==> config.mk <==
export PLATFORM = sky130hd
export DESIGN_NAME = fraction_reduce_ext_gcd_flat
export DESIGN_NICKNAME = d
export VERILOG_FILES = /design/src/rtl/frg_pkg.sv /design/src/rtl/frg_if.sv /design/src/rtl/fraction_reduce_ext_gcd.sv /design/src/rtl/frg_div.sv /design/src/flat_wrapper.sv
export SDC_FILE = /design/constraint.sdc
export NUM_CORES = 2
export LEC_CHECK = 0
export ABC_CLOCK_PERIOD_IN_PS = 15610
export BUFFER_PORTS_ARGS = -buffer_cell sky130_fd_sc_hd__buf_2
export CAP_MARGIN = 20
export CORE_MARGIN = 2
export CORE_UTILIZATION = 62
export CTS_CLUSTER_SIZE = 8
export DETAILED_ROUTE_END_ITERATION = 10
export GPL_TIMING_DRIVEN = 0
export PLACE_DENSITY = 0.81
export REMOVE_ABC_BUFFERS = 1
export SYNTH_ARGS = -nofsm -noshare
export SYNTH_HDL_FRONTEND = slang
export SYNTH_SLANG_ARGS = --single-unit
export TNS_END_PERCENT = 50
==> constraint.sdc <==
create_clock -name clk -period 15.61 [get_ports clk]
set_input_delay 2.3415 -clock clk [delete_from_list [all_inputs] [get_ports clk]]
set_output_delay 2.3415 -clock clk [all_outputs]
set_load 0.02 [all_outputs]
==> src/rtl/frg_pkg.sv <==
`timescale 1ns / 1ps
// ----------------------------------------------------------------------------
// frg_pkg
// shared constants and types for the fraction reduction block
// ----------------------------------------------------------------------------
package frg_pkg;

  localparam int WORD_BITS_DEF = 32;

  typedef enum logic [3:0] {
    ST_IDLE,
    ST_EU_GO,
    ST_EU_WAIT,
    ST_RN_GO,
    ST_RN_WAIT,
    ST_RD_GO,
    ST_RD_WAIT,
    ST_OUT
  } frg_state_t;

  // request into the serial divider
  typedef struct packed {
    logic start;
  } frg_div_ctl_t;

  // status back from the serial divider
  typedef struct packed {
    logic busy;
    logic done;
  } frg_div_sts_t;

endpackage

==> src/rtl/frg_if.sv <==
`timescale 1ns / 1ps
// ----------------------------------------------------------------------------
// frg_in_if / frg_out_if
// valid/ready channels for fraction items and reduced results
// ----------------------------------------------------------------------------
interface frg_in_if #(parameter int WORD_BITS = 32);
  logic                        valid;
  logic                        ready;
  logic signed [WORD_BITS-1:0] numerator;
  logic signed [WORD_BITS-1:0] denominator;
  modport source (output valid, numerator, denominator, input ready);
  modport sink (input valid, numerator, denominator, output ready);
endinterface

interface frg_out_if #(parameter int WORD_BITS = 32);
  logic                        valid;
  logic                        ready;
  logic signed [WORD_BITS-1:0] reduced_numerator;
  logic signed [WORD_BITS-1:0] reduced_denominator;
  logic        [WORD_BITS-2:0] divisor;
  logic signed [WORD_BITS-1:0] coef_num;
  logic signed [WORD_BITS-1:0] coef_den;
  logic                        ok;
  modport source (output valid, reduced_numerator, reduced_denominator, divisor,
                  coef_num, coef_den, ok, input ready);
  modport sink (input valid, reduced_numerator, reduced_denominator, divisor,
                coef_num, coef_den, ok, output ready);
endinterface

==> src/rtl/fraction_reduce_ext_gcd.sv <==
`timescale 1ns / 1ps
// ----------------------------------------------------------------------------
// fraction_reduce_ext_gcd
// reduces a signed fraction by the gcd of its magnitudes and returns the
// bezout coefficients, using a bit-serial divider for every euclid step
// ----------------------------------------------------------------------------
// sequence: an input with a zero part is offered as a result in the cycle after
//   its transfer; otherwise the controller runs one divider pass per euclid
//   division, then one each for the reduced numerator and denominator
// flow: one item at a time, next input transfer at the earliest in the cycle after
//   the result transfer; set by the single bit-serial divider, one quotient bit per cycle
// reset: synchronous active-low rst_n clears the controller and the valid flag
// ----------------------------------------------------------------------------
module fraction_reduce_ext_gcd
  import frg_pkg::*;
#(
  parameter int WORD_BITS = WORD_BITS_DEF
) (
  input  logic      clk,
  input  logic      rst_n,
  frg_in_if.sink    in_ch,
  frg_out_if.source out_ch
);

  localparam int MAX_STEPS = 2 * WORD_BITS;
  localparam int STEP_W    = $clog2(MAX_STEPS);
  localparam logic [STEP_W-1:0] STEP_LAST = STEP_W'(MAX_STEPS - 1);

  frg_state_t state_r, state_nxt;

  // euclid working set, all wrap modulo 2^WORD_BITS
  logic [WORD_BITS-1:0] x_r, y_r, sx_r, tx_r, sy_r, ty_r;
  logic [WORD_BITS-1:0] mag_n_r, mag_d_r;
  logic                 neg_n_r, neg_d_r, swapped_r;
  logic [STEP_W-1:0]    step_r;

  // result register
  logic [WORD_BITS-1:0] red_n_r, red_d_r, cn_r, cd_r;
  logic [WORD_BITS-2:0] gcd_r;
  logic                 ok_r;

  // input split
  logic [WORD_BITS-1:0] raw_n, raw_d, mag_n, mag_d;
  logic                 neg_n, neg_d, in_zero;
  logic                 in_xfer, out_xfer;

  // divider hookup
  frg_div_ctl_t         div_ctl;
  frg_div_sts_t         div_sts;
  logic [WORD_BITS-1:0] div_dividend, div_dvsr;
  logic [WORD_BITS-1:0] div_quo, div_rem, div_pa, div_pb;
  logic [WORD_BITS-1:0] cn_sel, cd_sel;

  assign raw_n   = in_ch.numerator;
  assign raw_d   = in_ch.denominator;
  assign neg_n   = raw_n[WORD_BITS-1];
  assign neg_d   = raw_d[WORD_BITS-1];
  assign mag_n   = neg_n ? (~raw_n + 1'b1) : raw_n;
  assign mag_d   = neg_d ? (~raw_d + 1'b1) : raw_d;
  assign in_zero = (raw_n == '0) || (raw_d == '0);
  assign in_xfer  = in_ch.valid && in_ch.ready;
  assign out_xfer = out_ch.valid && out_ch.ready;

  // coefficient of each input, undoing the operand swap
  assign cn_sel = swapped_r ? tx_r : sx_r;
  assign cd_sel = swapped_r ? sx_r : tx_r;

  // next state
  always_comb begin
    state_nxt = state_r;
    case (state_r)
      ST_IDLE: begin
        if (in_xfer) state_nxt = in_zero ? ST_OUT : ST_EU_GO;
      end
      ST_EU_GO:   state_nxt = ST_EU_WAIT;
      ST_EU_WAIT: begin
        if (div_sts.done) begin
          // stop on a zero remainder or when the step budget runs out
          if (div_rem == '0 || step_r == STEP_LAST) state_nxt = ST_RN_GO;
          else state_nxt = ST_EU_GO;
        end
      end
      ST_RN_GO:   state_nxt = ST_RN_WAIT;
      ST_RN_WAIT: begin
        if (div_sts.done) state_nxt = ST_RD_GO;
      end
      ST_RD_GO:   state_nxt = ST_RD_WAIT;
      ST_RD_WAIT: begin
        if (div_sts.done) state_nxt = ST_OUT;
      end
      ST_OUT: begin
        if (out_xfer) state_nxt = ST_IDLE;
      end
      default:    state_nxt = ST_IDLE;
    endcase
  end

  // outputs of the controller
  always_comb begin
    in_ch.ready   = 1'b0;
    out_ch.valid  = 1'b0;
    div_ctl.start = 1'b0;
    div_dividend  = y_r;
    div_dvsr      = x_r;
    case (state_r)
      ST_IDLE:  in_ch.ready = 1'b1;
      ST_EU_GO: div_ctl.start = 1'b1;
      ST_RN_GO: begin
        div_ctl.start = 1'b1;
        div_dividend  = mag_n_r;
      end
      ST_RD_GO: begin
        div_ctl.start = 1'b1;
        div_dividend  = mag_d_r;
      end
      ST_OUT:   out_ch.valid = 1'b1;
      default: begin
        div_dividend = y_r;
      end
    endcase
  end

  always_ff @(posedge clk) begin
    if (!rst_n) state_r <= ST_IDLE;
    else state_r <= state_nxt;
  end

  // datapath
  always_ff @(posedge clk) begin
    case (state_r)
      ST_IDLE: begin
        mag_n_r   <= mag_n;
        mag_d_r   <= mag_d;
        neg_n_r   <= neg_n;
        neg_d_r   <= neg_d;
        swapped_r <= (mag_d < mag_n);
        x_r       <= (mag_d < mag_n) ? mag_d : mag_n;
        y_r       <= (mag_d < mag_n) ? mag_n : mag_d;
        sx_r      <= WORD_BITS'(1);
        tx_r      <= '0;
        sy_r      <= '0;
        ty_r      <= WORD_BITS'(1);
        step_r    <= '0;
        // zero input passes straight to the result register
        red_n_r   <= raw_n;
        red_d_r   <= raw_d;
        gcd_r     <= '0;
        cn_r      <= '0;
        cd_r      <= '0;
        ok_r      <= 1'b0;
      end
      ST_EU_WAIT: begin
        if (div_sts.done && div_rem != '0) begin
          y_r    <= x_r;
          x_r    <= div_rem;
          sy_r   <= sx_r;
          ty_r   <= tx_r;
          sx_r   <= sy_r - div_pa;
          tx_r   <= ty_r - div_pb;
          step_r <= step_r + 1'b1;
        end
      end
      ST_RN_WAIT: begin
        if (div_sts.done) red_n_r <= neg_n_r ? (~div_quo + 1'b1) : div_quo;
      end
      ST_RD_WAIT: begin
        if (div_sts.done) begin
          red_d_r <= neg_d_r ? (~div_quo + 1'b1) : div_quo;
          gcd_r   <= x_r[WORD_BITS-2:0];
          cn_r    <= neg_n_r ? (~cn_sel + 1'b1) : cn_sel;
          cd_r    <= neg_d_r ? (~cd_sel + 1'b1) : cd_sel;
          ok_r    <= 1'b1;
        end
      end
      default: begin
        ok_r <= ok_r;
      end
    endcase
  end

  frg_div #(.WORD_BITS(WORD_BITS)) u_div (
    .clk       (clk),
    .rst_n     (rst_n),
    .ctl       (div_ctl),
    .dividend  (div_dividend),
    .dvsr      (div_dvsr),
    .coef_a    (sx_r),
    .coef_b    (tx_r),
    .sts       (div_sts),
    .quotient  (div_quo),
    .remainder (div_rem),
    .prod_a    (div_pa),
    .prod_b    (div_pb)
  );

  assign out_ch.reduced_numerator   = red_n_r;
  assign out_ch.reduced_denominator = red_d_r;
  assign out_ch.divisor             = gcd_r;
  assign out_ch.coef_num            = cn_r;
  assign out_ch.coef_den            = cd_r;
  assign out_ch.ok                  = ok_r;

  // one item in flight: no intake while a result is offered
  a_single_item: assert property (@(posedge clk) disable iff (!rst_n)
    in_ch.ready |-> !out_ch.valid)
    else $error("input taken while a result is pending");

  // euclid never divides by zero
  a_nonzero_gcd: assert property (@(posedge clk) disable iff (!rst_n)
    (state_r == ST_EU_GO || state_r == ST_RN_GO || state_r == ST_RD_GO) |-> x_r != '0)
    else $error("division by zero operand");

  // the divider is only started when it is free
  a_div_free: assert property (@(posedge clk) disable iff (!rst_n)
    div_ctl.start |-> !div_sts.busy)
    else $error("divider started while busy");

endmodule

==> src/rtl/frg_div.sv <==
`timescale 1ns / 1ps
// ----------------------------------------------------------------------------
// frg_div
// bit-serial restoring divider, one quotient bit per cycle, with two
// horner accumulators forming quotient times each coefficient
// ----------------------------------------------------------------------------
module frg_div
  import frg_pkg::*;
#(
  parameter int WORD_BITS = WORD_BITS_DEF
) (
  input  logic                 clk,
  input  logic                 rst_n,
  input  frg_div_ctl_t         ctl,
  input  logic [WORD_BITS-1:0] dividend,
  input  logic [WORD_BITS-1:0] dvsr,
  input  logic [WORD_BITS-1:0] coef_a,
  input  logic [WORD_BITS-1:0] coef_b,
  output frg_div_sts_t         sts,
  output logic [WORD_BITS-1:0] quotient,
  output logic [WORD_BITS-1:0] remainder,
  output logic [WORD_BITS-1:0] prod_a,
  output logic [WORD_BITS-1:0] prod_b
);

  localparam int CNT_W = (WORD_BITS > 1) ? $clog2(WORD_BITS) : 1;
  localparam logic [CNT_W-1:0] CNT_LAST = CNT_W'(WORD_BITS - 1);

  logic                 busy_r, busy_nxt;
  logic                 done_r, done_nxt;
  logic [CNT_W-1:0]     cnt_r, cnt_nxt;
  logic [WORD_BITS:0]   rem_r, rem_nxt;
  logic [WORD_BITS-1:0] quo_r, quo_nxt;
  logic [WORD_BITS-1:0] dvsr_r, dvsr_nxt;
  logic [WORD_BITS-1:0] ca_r, ca_nxt, cb_r, cb_nxt;
  logic [WORD_BITS-1:0] pa_r, pa_nxt, pb_r, pb_nxt;
  logic [WORD_BITS:0]   trial;
  logic                 qbit;

  always_comb begin
    trial    = {rem_r[WORD_BITS-1:0], quo_r[WORD_BITS-1]};
    qbit     = (trial >= {1'b0, dvsr_r});
    busy_nxt = busy_r;
    done_nxt = 1'b0;
    cnt_nxt  = cnt_r;
    rem_nxt  = rem_r;
    quo_nxt  = quo_r;
    dvsr_nxt = dvsr_r;
    ca_nxt   = ca_r;
    cb_nxt   = cb_r;
    pa_nxt   = pa_r;
    pb_nxt   = pb_r;
    if (ctl.start) begin
      busy_nxt = 1'b1;
      cnt_nxt  = '0;
      rem_nxt  = '0;
      quo_nxt  = dividend;
      dvsr_nxt = dvsr;
      ca_nxt   = coef_a;
      cb_nxt   = coef_b;
      pa_nxt   = '0;
      pb_nxt   = '0;
    end else if (busy_r) begin
      rem_nxt = qbit ? (trial - {1'b0, dvsr_r}) : trial;
      quo_nxt = {quo_r[WORD_BITS-2:0], qbit};
      pa_nxt  = {pa_r[WORD_BITS-2:0], 1'b0} + (qbit ? ca_r : '0);
      pb_nxt  = {pb_r[WORD_BITS-2:0], 1'b0} + (qbit ? cb_r : '0);
      cnt_nxt = cnt_r + 1'b1;
      if (cnt_r == CNT_LAST) begin
        busy_nxt = 1'b0;
        done_nxt = 1'b1;
      end
    end
  end

  always_ff @(posedge clk) begin
    if (!rst_n) begin
      busy_r <= 1'b0;
      done_r <= 1'b0;
      cnt_r  <= '0;
    end else begin
      busy_r <= busy_nxt;
      done_r <= done_nxt;
      cnt_r  <= cnt_nxt;
    end
    rem_r  <= rem_nxt;
    quo_r  <= quo_nxt;
    dvsr_r <= dvsr_nxt;
    ca_r   <= ca_nxt;
    cb_r   <= cb_nxt;
    pa_r   <= pa_nxt;
    pb_r   <= pb_nxt;
  end

  assign sts.busy  = busy_r;
  assign sts.done  = done_r;
  assign quotient  = quo_r;
  assign remainder = rem_r[WORD_BITS-1:0];
  assign prod_a    = pa_r;
  assign prod_b    = pb_r;

  // the remainder never reaches the divisor once a division ends
  a_rem_below: assert property (@(posedge clk) disable iff (!rst_n)
    done_r |-> (rem_r < {1'b0, dvsr_r}))
    else $error("divider remainder not below divisor");

  a_no_restart: assert property (@(posedge clk) disable iff (!rst_n)
    ctl.start |-> !busy_r)
    else $error("divider started while busy");

  a_done_after_busy: assert property (@(posedge clk) disable iff (!rst_n)
    done_r |-> $past(busy_r))
    else $error("divider done without a division in flight");

endmodule

==> src/flat_wrapper.sv <==
// flat-port wrapper written by rule: the top's interface ports become plain ports
module fraction_reduce_ext_gcd_flat import frg_pkg::*;
#(
  parameter int WORD_BITS = WORD_BITS_DEF
)
  (clk, rst_n, in_ch_valid, in_ch_numerator, in_ch_denominator, in_ch_ready, out_ch_valid, out_ch_reduced_numerator, out_ch_reduced_denominator, out_ch_divisor, out_ch_coef_num, out_ch_coef_den, out_ch_ok, out_ch_ready);
  frg_in_if #(.WORD_BITS(WORD_BITS)) in_ch_i ();
  frg_out_if #(.WORD_BITS(WORD_BITS)) out_ch_i ();
  input  logic clk;
  input  logic rst_n;
  input wire logic [$bits(in_ch_i.valid)-1:0] in_ch_valid;
  input wire logic [$bits(in_ch_i.numerator)-1:0] in_ch_numerator;
  input wire logic [$bits(in_ch_i.denominator)-1:0] in_ch_denominator;
  output wire logic [$bits(in_ch_i.ready)-1:0] in_ch_ready;
  output wire logic [$bits(out_ch_i.valid)-1:0] out_ch_valid;
  output wire logic [$bits(out_ch_i.reduced_numerator)-1:0] out_ch_reduced_numerator;
  output wire logic [$bits(out_ch_i.reduced_denominator)-1:0] out_ch_reduced_denominator;
  output wire logic [$bits(out_ch_i.divisor)-1:0] out_ch_divisor;
  output wire logic [$bits(out_ch_i.coef_num)-1:0] out_ch_coef_num;
  output wire logic [$bits(out_ch_i.coef_den)-1:0] out_ch_coef_den;
  output wire logic [$bits(out_ch_i.ok)-1:0] out_ch_ok;
  input wire logic [$bits(out_ch_i.ready)-1:0] out_ch_ready;
  assign in_ch_i.valid = in_ch_valid;
  assign in_ch_i.numerator = in_ch_numerator;
  assign in_ch_i.denominator = in_ch_denominator;
  assign in_ch_ready = in_ch_i.ready;
  assign out_ch_valid = out_ch_i.valid;
  assign out_ch_reduced_numerator = out_ch_i.reduced_numerator;
  assign out_ch_reduced_denominator = out_ch_i.reduced_denominator;
  assign out_ch_divisor = out_ch_i.divisor;
  assign out_ch_coef_num = out_ch_i.coef_num;
  assign out_ch_coef_den = out_ch_i.coef_den;
  assign out_ch_ok = out_ch_i.ok;
  assign out_ch_i.ready = out_ch_ready;
  fraction_reduce_ext_gcd #(.WORD_BITS(WORD_BITS)) u_core (.clk(clk), .rst_n(rst_n), .in_ch(in_ch_i), .out_ch(out_ch_i));
endmodule
[After elaboration in Yosys (flattened, before gate mapping)]
Index checks and enable logic that the tools add are counted.
Operators by class
  add/sub/neg operators: 12
  order comparisons: 2
  equal/unequal tests: 15
  multiplexer cells: 57
  bitwise operators: 7
  reductions and logical operators: 21
Operators by type and width (count)
  two-way mux 32 bit: 25
  case mux 32 bit (2 select lines): 11
  adder 32 x 1 -> 32 bit (second input constant): 5
  inverter 32 bit: 5
  zero test 32 bit: 3
  subtractor 32 bit: 3
  adder 32 bit: 2
  case mux 31 bit (2 select lines): 1
  >= comparator 33 x 32 -> 1 bit: 1
  less-than comparator 32 bit: 1
  case mux 4 bit (8 select lines): 1
  nonzero test 32 bit: 1
  two-way mux 31 bit: 1
  two-way mux 4 bit: 5
  equality test 4 x 3 -> 1 bit (second input constant): 4
  case mux 6 bit (2 select lines): 1
  equality test 4 x 2 -> 1 bit (second input constant): 2
  two-way mux 1 bit: 8
  nonzero test 2 bit: 4
  adder 6 x 1 -> 6 bit (second input constant): 1
  equality test 6 bit (second input constant): 1
  two-way mux 6 bit: 1
  inequality test 2 x 1 -> 1 bit (second input constant): 3
  inequality test 2 bit (second input constant): 3
  other kinds (14): 21
Storage, ports and cells
  register bits: 660
  bits of input ports: 68
  output and inout port bits: 162
  logic and storage cells: 143

[Depth between registers and ports, before layout]
  depth after elaboration: 6
  depth in mapped cells: 24
  mapped depth without buffers: 22

[Modules after synthesis]
Synthesis repeated with hierarchy kept, for this count alone.
Unflattened totals
  cells, all modules: 3939
  area, all modules: 39365.3 um^2
Modules (own cells, without submodules)
  fraction_reduce_ext_gcd: instances 1, cells an instance 2605, area an instance 26203.9 um^2, seq. area each 12822.3 um^2
  frg_div: instances 1, cells an instance 1334, area an instance 13161.4 um^2, seq. area each 5905.7 um^2

[Worst setup path before layout]
No wires, ideal clock.
  path kind: register to register
  start point: register u_core.state_r[0]
  end point: register u_core.x_r[0], in the netlist u_core.div_dvsr[0] (enable)
  library setup time: 797 ps
  data arrival time: 10768 ps
  data required time: 14813 ps
  slack: 4045 ps
  stages on the path, launching flop included: 4
  path buffers: 1
  path through: dfxtp_1 > clkbuf_1 > nor3_1 > o21bai_1
On the way
  cells in the longest elaborated chain, start to end: 3
  elaborated cells on any way between the ends: 5
  classes of those cells: eq/ne: 2; reduce/logical: 3
Ends and longest elaborated chain
  from (decl): line fraction_reduce_ext_gcd.sv:29  | frg_state_t state_r, state_nxt;
  from (signal assigned): line fraction_reduce_ext_gcd.sv:125  | else state_r <= state_nxt;
  equality test 4 x 2 -> 1 bit / zero test 4 bit (equally long branches): line fraction_reduce_ext_gcd.sv:130  | case (state_r)
  inequality test 2 x 1 -> 1 bit (no source line) / nonzero test 2 bit (equally long branches)
  AND reduction 2 bit (no source line) (*)
  to (signal assigned): line fraction_reduce_ext_gcd.sv:137  | x_r <= (mag_d < mag_n) ? mag_d : mag_n;
  to (signal assigned): line fraction_reduce_ext_gcd.sv:155  | x_r <= div_rem;
  to (decl): line fraction_reduce_ext_gcd.sv:32  | logic [WORD_BITS-1:0] x_r, y_r, sx_r, tx_r, sy_r, ty_r;
Every way passes the cells marked *; elsewhere a longest branch is shown, timed or not.
A chain may end at the register's enable or synchronous reset.

[Final worst setup path]
  start point: input port in_ch_denominator[4]
  end point: register u_core.x_r[30], in the netlist u_core.div_dvsr[30] (data pin)
On the way
  cells in the longest elaborated chain, start to end: 6
Ends and longest elaborated chain
  from (decl): line flat_wrapper.sv:13  | input wire logic [$bits(in_ch_i.denominator)-1:0] in_ch_denominator;
  inverter 32 bit: line fraction_reduce_ext_gcd.sv:59  | assign mag_d = neg_d ? (~raw_d + 1'b1) : raw_d;
  adder 32 x 1 -> 32 bit: line fraction_reduce_ext_gcd.sv:59
  two-way mux 32 bit: line fraction_reduce_ext_gcd.sv:59
  named net u_core.mag_d[25]: line fraction_reduce_ext_gcd.sv:43  | logic [WORD_BITS-1:0] raw_n, raw_d, mag_n, mag_d;
  less-than comparator 32 bit: line fraction_reduce_ext_gcd.sv:137
  two-way mux 32 bit: line fraction_reduce_ext_gcd.sv:137
  case mux 32 bit (2 select lines): line fraction_reduce_ext_gcd.sv:130
The timed path passes the listed nets, and every way through them passes these cells.

==> results.md <==
- Outcome: finished, final reports clean
- Total Routed Length: 105700 um
- Clock transition at the register clock pins on the worst setup and hold paths after CTS: 0.06 ns
- Post-route fraction of the period consumed by the critical path: 0.5357
- Standard cell area after detailed placement: 41780 um^2
- Clock share of power: 0.258
- Count of cell types in the netlist: 89
- Worst relative slew slack: 0.2493
- Commonest cells after routing, fill and taps aside: 553 x edfxtp_1, 345 x nor2_1, 295 x nand2_1, 249 x a21oi_1, 230 x buf_2
- Final-stage net count: 4342
- Reg2reg start: u_core.u_div.rem_r[18]$_SDFFE_PN0P_
- Global route total overflow: 0
- Design area: 44550 um^2
- Highest clock rate: 119.6 MHz
- Leakage: 18.23 nW
- Reg-to-Reg End: u_core.u_div.prod_b[28]$_SDFFE_PN0P_
- Number of design-rule violations left by the first detailed-router iteration: 3301
- DP Wirelength: 73630 um
- Site row count: 92
- Switch share: 0.3757
- Worst EP required: 16.10 ns
- Worst min path class: flop to flop
- Final-layout worst hold slack: 0.4616 ns
- Cell count of the worst reg-to-reg path: 20
- Number of resized instances in the post-cts repair step: 0
- Sum of negative setup slack: 0 ns
- Drt wl/cell: 21.13 um
- Global-route wire length before repair: 165600 um
- Share of final-layout standard cells stronger than drive strength 1: 0.1225
- Setup Viol. Count Final: 0
- Count of non-filler cells in the finished layout: 5001
- Delay of the slowest cell on the worst path: 0.95 ns
- Syn Area/Cell: 10.09 um^2
- Crit. Startpoint: in_ch_denominator[4]
- Most frequent standard cell in the layout excluding fill and tap cells: edfxtp_1
- Start-to-end type of the worst setup path: input port to flop
- Power density over the cells: 164.3 nW/um^2
- Number of vias in the routed layout: 31559
- Yosys warning count: 0
- Register area share after synthesis: 0.4780
- Synthesis-stage register bit count: 659
- Number of antenna violations at the first check in global routing: 0
- Placed Cells incl. Taps: 4825
- Diode insertion count for antenna repair: 0
- Number of synthesized flops with an enable pin: 553
- Cells along the critical path: buf_2, or4_1, nor2_1, nand2_1, nor4_1, nand3_1, o21ai_0, xor2_1, inv_1, ha_1, a21o_1, a21o_1, a21oi_1, nor3b_1, nand3_1, nand2_2, buf_12, a21oi_2, buf_8, o221ai_1
- Critical Path Source Type: input port
- IO Pins: 230
- Worst-path fanout max: 32
- Starting utilization of the core area: 0.6246
- CP top delay family: simple AND/OR/NAND/NOR gates
- Critical Path Sink Type: flop
- Longest Clk Path Bufs: 3
- Destination of the worst hold path: u_core.u_div.dvsr_r[31]$_DFFE_PN_
- Clock sink count: 659
- Number of clock buffers inserted by TritonCTS: 92
- Number of port buffers: 229
- Synth-to-Final Area Change: 13.71%
- Clock tree root driver cell: clkbuf_16
- Post-CTS setup repair buffer count: 0
- Hold-fix buffers at CTS: 0
- Die span in x: 255.4 um
- Pin slew with the least headroom to its limit: 1.116 ns
- Hold Fails Final Rpt: 0
- Chip Height: 255.4 um
- Final RePlAce weighted congestion: 0.9140
- Dominant register cell in the synthesized netlist: edfxtp_1
- Total GRT Usage: 0.3166
- Arrival time at the worst endpoint: 8.85 ns
- TritonRoute pass-1 iters: 6
- Core Region: 62740 um^2
- CTS tree: built
- Routed vias/inst: 6.311
- Cell Int Power: 0.004569 W
- H-tree depth: 3
- Total die area: 65220 um^2
- Buffering stage count on the worst path with inverters included: 4
- Max-capacitance violation count: 0
- Netlist area before placement: 39180 um^2
- Worst skew pair latency: 0.67 ns
- Pin count of the biggest net entering global routing: 85
- Largest voltage drop on the vdd net: 0.1084 mV
- Portion of total power attributed to combinational logic: 0.384
- Share of flip-flops with an asynchronous set or reset: 0
- Net switching power: 0.002749 W
- Cell at the slowest stage of the critical path: nor4_1
- Count of antenna-violating nets left after detailed routing: 0
- Unrepaired setup endpoints after global routing: no
- DRC violations left: 0
- Number of stages on the worst hold path: 0
- Start point of the worst min-delay path: u_core.div_dvsr[31]$_DFFE_PP_
- Register share of total power: 0.358
- Via count of the first global-routing pass: 30756
- Worst reg2reg setup slack: 9.08 ns
- Cell count after synthesis: 3884
- Worst clock skew: 0.03505 ns
- Max-slew violation count: 0
- Final period demand of the worst path: 8.362 ns
-- cell type report --
type | count | area (um^2)
Clock inverter | 8 | 117.6
Clock buffer | 165 | 2576
Tap cell | 846 | 1059
Timing Repair Buffer | 290 | 2270
Sequential cell | 659 | 18740
Fill cell | 4479 | 18180
Multi-Input combinational cell | 2839 | 19060
Inverter | 194 | 733.2
-- layer usage --
layer  up-vias  global-route usage  wire [um]  share of wire
li1      14596                   -          -              -
met1     15033              0.4065      41550           0.39
met2      1637              0.5346      50920           0.48
met3       293             0.04008       8670          0.082
met4         0              0.1492       4505          0.043
met5         -                   0          0              0
-- power groups by stage --
stage          Clock, W  Combinational [W]  Sequential (W)
5_1_grt         0.00196            0.00308         0.00265
2_1_floorplan         0            0.00197         0.00264
3_3_place_gp          0            0.00256         0.00272
4_1_cts         0.00190            0.00277         0.00261
6_report        0.00189            0.00281         0.00262
3_5_place_dp          0            0.00273         0.00263
-- synth_stat cells (29+ instances only) --
cell / number / area (um^2)
xnor2_1: 153 / 1340
ha_1: 193 / 2415
inv_1: 192 / 720.7
nand2b_1: 33 / 206.5
a31oi_1: 32 / 200.2
mux2_2: 53 / 596.8
buf_1: 31 / 116.4
nor2_1: 348 / 1306
nand4_1: 32 / 200.2
edfxtp_1: 553 / 16610
o22ai_1: 90 / 563.0
nor2b_1: 29 / 181.4
nand3_1: 87 / 435.4
clkbuf_1: 143 / 536.8
dfxtp_1: 106 / 2122
o21ai_0: 203 / 1016
o31ai_1: 32 / 240.2
o211ai_1: 33 / 247.7
xor2_1: 154 / 1349
mux2i_1: 107 / 1071
a21o_1: 82 / 615.6
nor3_1: 82 / 410.4
nand2_1: 297 / 1115
a21oi_1: 250 / 1251
and2_1: 170 / 1064
or3_1: 31 / 193.9
-- per-stage QoR --
stage | total power, W | utilization | setup slack [ns]
2_1_floorplan | 0.004610 | - | -1.713
3_3_place_gp | 0.005283 | 0.6474 | -13.30
3_5_place_dp | 0.005359 | 0.6659 | 6.784
4_1_cts | 0.007272 | 0.7089 | 7.443
5_1_grt | 0.007696 | 0.7102 | 6.915
6_report | 0.007319 | 0.7102 | 7.249
-- how the worst max path moves through the flow --
stage	to	slack, ns	cells after the start
3_3_place_gp	u_core.sy_r[28]$_SDFFCE_PN0P_	-13.30	4
3_5_place_dp	u_core.div_dvsr[30]$_DFFE_PP_	6.78	20
2_1_floorplan	u_core.div_dvsr[0]$_DFFE_PP_	-1.71	4
6_report	u_core.div_dvsr[30]$_DFFE_PP_	7.25	20
4_1_cts	u_core.div_dvsr[30]$_DFFE_PP_	7.44	20
5_1_grt	u_core.div_dvsr[30]$_DFFE_PP_	6.91	20
-- logic make-up after synthesis --
family	count (synthesis)	synth area share
AND/OR/NAND/NOR	1228	0.1548
multiplexers	161	0.04285
flip-flops	659	0.4780
adder cells (fa/ha/maj)	198	0.06418
buffers and inverters	386	0.03832
XOR/XNOR	307	0.06862
AO/OA/AOI/OAI	945	0.1533
Note: power is estimated with default switching activity, not from simulation.
